===== src/hw/rtl/lbs_pkg.sv =====
// Shared types, widths and helper functions of the linear blend skinning block.
// No dependencies; every other file of the block imports this package.
package lbs_pkg;

   localparam int LANES       = 12;   // one lane per element of a 3x4 matrix
   localparam int INFL        = 4;    // influences per vertex
   localparam int ACC_W       = 51;   // lane sum of four word*weight products
   localparam int WSUM_W      = 18;   // sum of four 16-bit weights
   localparam int XACC_W      = 50;   // transform accumulators
   localparam int MAG_W       = 49;   // magnitude of a normal accumulator
   localparam int NMAG_W      = 30;   // magnitude after the normalizing shift
   localparam int DIV_NUM_W   = 50;
   localparam int DIV_DEN_W   = 31;
   localparam int DIV_CNT_W   = 6;
   localparam int SQ_IN_W     = 62;
   localparam int SQ_OUT_W    = 31;
   localparam int SQ_REM_W    = 34;
   localparam int SQ_CNT_W    = 5;

   localparam logic [WSUM_W-1:0] WSUM_LO = 18'd32736;
   localparam logic [WSUM_W-1:0] WSUM_HI = 18'd32800;
   localparam logic signed [31:0] Q16_ONE = 32'sd65536;
   localparam logic [14:0] NRM_MAX = 15'h7fff;

   // addr / 12 as (addr * 683) >> 13, exact for 10-bit addresses
   localparam logic [9:0] DIV12_MUL   = 10'd683;
   localparam int         DIV12_SHIFT = 13;

   localparam logic [3:0] DIAG_0 = 4'd0;
   localparam logic [3:0] DIAG_1 = 4'd5;
   localparam logic [3:0] DIAG_2 = 4'd10;

   typedef struct packed {
      logic        clear;
      logic        issue;
      logic [7:0]  joint;
      logic [15:0] weight;
   } lane_ctrl_type;

   typedef struct packed {
      logic        en;
      logic [7:0]  row;
      logic [31:0] data;
   } lane_wr_type;

   typedef enum logic [1:0] {
      MUL_POS,
      MUL_NRM,
      MUL_SQR
   } mul_kind_type;

   typedef enum logic [3:0] {
      ST_IDLE,
      ST_GATHER,
      ST_ELEM,
      ST_ELEM_WAIT,
      ST_XINIT,
      ST_XFORM,
      ST_SHIFT,
      ST_SQUARE,
      ST_SQRT,
      ST_NDIV,
      ST_NDIV_WAIT,
      ST_DONE
   } state_type;

   function automatic logic signed [31:0] sat32(input logic signed [63:0] x);
      logic signed [31:0] r;
      if (x > 64'sd2147483647) begin
         r = 32'sh7fffffff;
      end else if (x < -64'sd2147483648) begin
         r = 32'sh80000000;
      end else begin
         r = $signed(x[31:0]);
      end
      return r;
   endfunction

   function automatic logic is_diag(input logic [3:0] idx);
      return (idx == DIAG_0) || (idx == DIAG_1) || (idx == DIAG_2);
   endfunction

endpackage


===== src/hw/rtl/lbs_lane.sv =====
// One matrix-element lane: palette column memory and weighted multiply-accumulate.
// Depends on lbs_pkg.
module lbs_lane #(
   parameter int MAX_JOINTS = 64
) (
   input  logic                                clock,
   input  logic                                reset,
   input  lbs_pkg::lane_wr_type                wr,
   input  lbs_pkg::lane_ctrl_type              ctrl,
   output logic signed [lbs_pkg::ACC_W-1:0]    sum
);
   import lbs_pkg::*;

   localparam int JW = (MAX_JOINTS > 1) ? $clog2(MAX_JOINTS) : 1;

   logic [31:0]              mem [MAX_JOINTS];
   logic [31:0]              rd_ff;
   logic [15:0]              w1_ff;
   logic                     v1_ff;
   logic                     v2_ff;
   logic signed [48:0]       prod_ff;
   logic signed [ACC_W-1:0]  acc_ff;

   always_ff @(posedge clock) begin
      if (wr.en) begin
         mem[wr.row[JW-1:0]] <= wr.data;
      end
      if (ctrl.issue) begin
         rd_ff <= mem[ctrl.joint[JW-1:0]];
      end
   end

   always_ff @(posedge clock) begin
      if (reset) begin
         v1_ff  <= 1'b0;
         v2_ff  <= 1'b0;
         acc_ff <= '0;
      end else begin
         v1_ff <= ctrl.issue;
         v2_ff <= v1_ff;
         if (ctrl.clear) begin
            acc_ff <= '0;
         end else if (v2_ff) begin
            acc_ff <= acc_ff + ACC_W'(prod_ff);
         end
      end
   end

   always_ff @(posedge clock) begin
      w1_ff   <= ctrl.weight;
      prod_ff <= $signed(rd_ff) * $signed({1'b0, w1_ff});
   end

   assign sum = acc_ff;

endmodule


===== config.mk =====
export PLATFORM = sky130hd
export DESIGN_NAME = lbs_lane
export DESIGN_NICKNAME = d
export VERILOG_FILES = /design/src/hw/rtl/lbs_pkg.sv /design/src/hw/rtl/lbs_lane.sv
export SDC_FILE = /design/constraint.sdc
export NUM_CORES = 2
export LEC_CHECK = 0
export BUFFER_PORTS_ARGS = -buffer_cell sky130_fd_sc_hd__buf_4
export CORE_UTILIZATION = 45
export DETAILED_ROUTE_END_ITERATION = 8
export SYNTH_ARGS = -nofsm -noshare
export SYNTH_HDL_FRONTEND = slang
export SYNTH_SLANG_ARGS = --single-unit

===== constraint.sdc =====
create_clock -name clock -period 5.9 [get_ports clock]
set_clock_uncertainty 0.15 [all_clocks]
set_input_delay 0.885 -clock clock [delete_from_list [all_inputs] [get_ports clock]]
set_output_delay 0.885 -clock clock [all_outputs]
set_load 0.02 [all_outputs]

# --- Word level (Yosys, flattened, before mapping) ---
# Memories as Yosys holds them, arrays and structs flattened. A register that Yosys moved wholly into a read port is not among the register bits.
# Cells that the tools add are included.
totals:
  ff_bits: 118
  latch_bits: 0
  ram_bits: 2048
  mem_bits_ro: 0
  input_bits: 69
  mem_count: 1
op_classes:
  n_addsub: 1
  multipliers: 1
  n_div: 0
  order_cmp: 0
  n_eq_ne: 0
  n_shift: 0
  muxes: 2
  n_bitwise: 0
  n_reduce_logical: 1
memory_table:
  columns: ["memory", "depth", "word_bits", "read_ports", "rd_clocked_by_memory_dff", "wr", "line_no", "text"]
  rows:
  - ["mem", 64, 32, 1, 1, 1, "lbs_lane.sv:16", "logic [31:0] mem [MAX_JOINTS];"]
ops:
  columns: ["operator", "n"]
  rows:
  - ["adder 51 x 49 -> 51 bit", 1]
  - ["multiplier 32 x 17 -> 49 bit", 1]
  - ["two-way mux 1 bit", 2]
  - ["OR reduction 2 bit", 1]

# --- Longest topological paths before layout ---
logic_depth:
  ltp_word: 2
  ltp_mapped: 26

# --- Worst setup path after synthesis ---
# Ideal clock, no wire load.
synth_timing:
  path_kind: "reg-to-reg"
  start: "reg rd_ff[7], read port of mem"
  end: "reg prod_ff[48]"
  arrival_time_ns: 6.116
  slack_ns: -0.493
  stages_incl_launch_ff: 25
  path_buffers: 1
  synth_period_minus_slack_ns: 6.393
  cell_sequence: "edfxtp_1 clkbuf_1 nand2_1 fa_1 inv_1 fa_1 inv_1 fa_1 inv_1 fa_1 fa_1 inv_1 fa_1 inv_1 ha_1 a21o_1 a21o_1 a21oi_1 o21ai_1 a221o_1 o211ai_2 o21ai_2 a41oi_2 nor2_1 or3_1"
synth_between:
  elab_chain_cells: 1
synth_rtl:
  columns: ["element", "line_no", "text"]
  rows:
  - ["from (decl)", "lbs_lane.sv:17", "logic [31:0] rd_ff;"]
  - ["multiplier 32 x 17 -> 49 bit", "lbs_lane.sv:51", "prod_ff <= $signed(rd_ff) * $signed({1'b0, w1_ff});"]
  - ["to (signal assigned)", "lbs_lane.sv:51", null]
  - ["to (decl)", "lbs_lane.sv:21", "logic signed [48:0] prod_ff;"]
# No other way between the ends.
# A chain may end at the register's enable or synchronous reset.

# --- Worst setup path after layout ---
layout_timing:
  start: "reg rd_ff[5], read port of mem"
  end: "reg prod_ff[48]"
# Same word-level chain as after synthesis.

==> metrics.cfg <==
[floorplanning]
pin_count=120
fp.dieH_um=479.9
coreArea_sq_um=227300
fp.dieW_um=479.9
start_util_pct=45.22
num_rows=175
die_area_sq_um=230300

[placement]
place_congestion=0.8713
dpl.hpwl_mm=155.6
place_ws_ns=-0.8035
numPortBuffers=115

[critical_path]
worst_ep_required_time_ns=6.44
arrival_ns=6.98
start_kind=flip-flop
endpoint_kind=flip-flop
critical_path_class=reg -> reg
cp_max_fo=4

[sta]
period_share_pct=109.1
worst_pin_slew_ns=1.182
fmax_ghz=0.1553
relSlewSlack_pct=21.02
timing.final.crit_period_ns=6.439
setup_viol=21
rsz0062_at_grt=yes
fin_ws_ns=-0.5390
hold_viol_final=0
slew_viol_final=0

[clocking]
root_buffer=clkbuf_16
htreeDepth=4
clk_pin_slew_ns=0.06
cts.sinks=2198
cts_buffers=219
cts.path.max_buffers=3
clock_latency_ns=0.89
cts_tree=yes

[synthesis]
synthCells=5765
synth-main-ff-cell=edfxtp_1
ys.warnings.count=0
ys_ff_latch=2198
ys_seq_area_share_pct=63.07
synth_area_leaders=edfxtp_1 (61%), mux4_2 (15%), fa_1 (9.5%)
yosysTopAreaCellShare_pct=60.77
synthArstFlopShare_pct=0
synth_edf_count=2080
synth_cell_types=81
synth_top_cell_by_area=edfxtp_1
syn_nets=6491
postSynthAreaPerCell_sq_um=17.83
syn_area_sq_um=102800

[min_path]
hold_class=in -> reg

[route]
postRouteAntennaNets=0
drc=0
dr.pass1.iters=5
wl_per_cell_um=25.21
vias=52300
totalWireLength_mm=239.6
dr.first_iter.drc_count=4111
vias_per_cell=5.503

[finish]
area_delta_synth_final_pct=15.78
num-fill-cells=18130
nets=7030
drive_gt1_share_pct=27.68

[grt]
track_usage_pct=21.14
grt_pass1_vias=55440
grt_max_degree=78
antenna_found_initial=11
grt_pass1_wl_mm=360.2
grt-ovfl-total=0

[status]
violations=negative setup slack
status=finished, violations left

[run]
max_cap_violations=0

## per-stage QoR
stage	hold WS, ns	utilization [%]	instance area (sq um)	TNS [ns]	instances
3_3_place_gp	0.2789	48.67	110600	-9.903	9033
6_report	0.06762	52.36	119000	-5.203	9505
4_1_cts	0.01194	52.17	118600	-4.670	9492
2_1_floorplan	0.2638	-	103000	-0.5267	5765
5_1_grt	0.03489	52.36	119000	-9.924	9504
3_5_place_dp	0.2905	48.67	110600	-10.01	9033
## registers in the layout, indices dropped and copies added, names as in the netlist
| register | flops |
|---|---|
| mem | 2048 |
| sum | 51 |
| prod_ff | 49 |
| rd_ff | 32 |
| w1_ff | 16 |
| v1_ff | 1 |
| v2_ff | 1 |
## cell families (layout without fill, tap and decap cells)
group | after synthesis | in the layout | share of synthesized area, %
AOI/OAI and AO/OA | 336 | 336 | 2.176
xor gates and xnor gates | 88 | 88 | 0.7499
adders and majority gates | 657 | 657 | 11.58
buffers and inverters | 891 | 1621 | 3.337
DFF | 2198 | 2198 | 63.07
muxes | 707 | 707 | 14.99
other | 0 | 1 | 0
and+or+nand+nor | 888 | 888 | 4.100
## synth_stat cells (3+ instances only)
cell type,number
a211oi_1,7
a21o_1,60
o21ai_0,33
fa_1,490
o21ai_1,31
o31ai_1,4
ha_1,167
buf_2,56
o21bai_1,16
o21a_1,4
mux2i_1,35
a211oi_2,3
nor3_1,15
or3_1,4
xor2_1,21
dfxtp_1,118
buf_1,19
inv_1,616
nand4_1,21
nand3b_1,3
mux4_2,665
nand2_1,366
clkbuf_1,195
and2_1,237
a21oi_1,112
nand2b_1,12
nand3_1,34
o211ai_1,6
xnor2_1,67
and3_1,13
mux2_2,7
a31oi_1,12
a221oi_1,5
edfxtp_1,2080
nor2b_1,14
nor2_1,156
o2111ai_1,4
## worst max-delay path: stages (launching register included)
cell	delay, ns
edfxtp_1	0.46
buf_6	0.17
buf_4	0.14
and2_1	0.16
fa_1	0.39
fa_1	0.51
fa_1	0.57
fa_1	0.43
fa_1	0.49
inv_1	0.05
fa_1	0.49
inv_2	0.04
ha_4	0.21
a21o_1	0.19
a21o_1	0.20
a21oi_2	0.17
o21ai_2	0.09
a221o_1	0.35
o211ai_4	0.26
o21ai_4	0.10
a41oi_2	0.28
nor2_1	0.06
or3_1	0.35
## path summary, 6_finish.rpt
path	start	to	slack, ns	cells past startpoint
setup / recovery	rd_ff[5]	prod_ff[48]	-0.54	22
hold / removal	ctrl[10]	w1_ff[10]	0.07	1
setup reg to reg	rd_ff[5]	prod_ff[48]	-0.54	22
hold reg to reg	v1_ff	v2_ff	0.29	1
## final cells by class
class	count	area, sq um	area share (%)
Antenna cell	1	2.502	0.002103
Clock inverter	147	1383	1.162
Timing Repair Buffer	590	5286	4.442
Multi-Input combinational cell	2676	35750	30.04
Inverter	619	2323	1.953
Tap cell	3009	3765	3.164
Clock buffer	265	5663	4.759
Sequential cell	2198	64830	54.48
## timing repair
item | in CTS | in global routing
setup buffers | 33 | 13
resized for setup | 134 | 76
setup endpoints to repair | 27 | 29
hold endpoints to repair | 15 | 0
cloned | 0 | 1
hold buffers | 15 | 0
pin swaps | 90 | 48
## placed cells by master (no fill, tap or decap), drive strengths merged, types with 13 or more instances in the layout
master | Yosys | layout
a21o | 60 | 60
nand4 | 21 | 21
bufinv | 0 | 16
inv | 618 | 622
o21ai | 65 | 65
xor2 | 21 | 21
nand3 | 34 | 34
clkinv | 1 | 120
fa | 490 | 490
o21bai | 17 | 17
mux2i | 35 | 35
and2 | 238 | 238
xnor2 | 67 | 67
nand2 | 366 | 366
nor2 | 156 | 156
dlygate4sd3 | 0 | 15
edfxtp | 2080 | 2080
nor2b | 14 | 14
and3 | 13 | 13
buf | 77 | 574
ha | 167 | 167
a21oi | 114 | 114
mux4 | 665 | 665
clkbuf | 195 | 266
dfxtp | 118 | 118
nor3 | 15 | 15
## per-layer routing
metal / global-route usage (%) / share of wire [%] / vias up / wire, um
li1: - / - / 22720 / -
met4: 4.336 / 1.8 / 2 / 4363
met2: 36.68 / 51 / 1302 / 122800
met1: 28.70 / 42 / 27970 / 101300
met5: 0 / 0.0054 / - / 13
met3: 2.662 / 4.6 / 314 / 11070
Power is left out: the tool's default activity adds up to more than one toggle a clock period on the data nets, which glitch-free logic cannot reach.
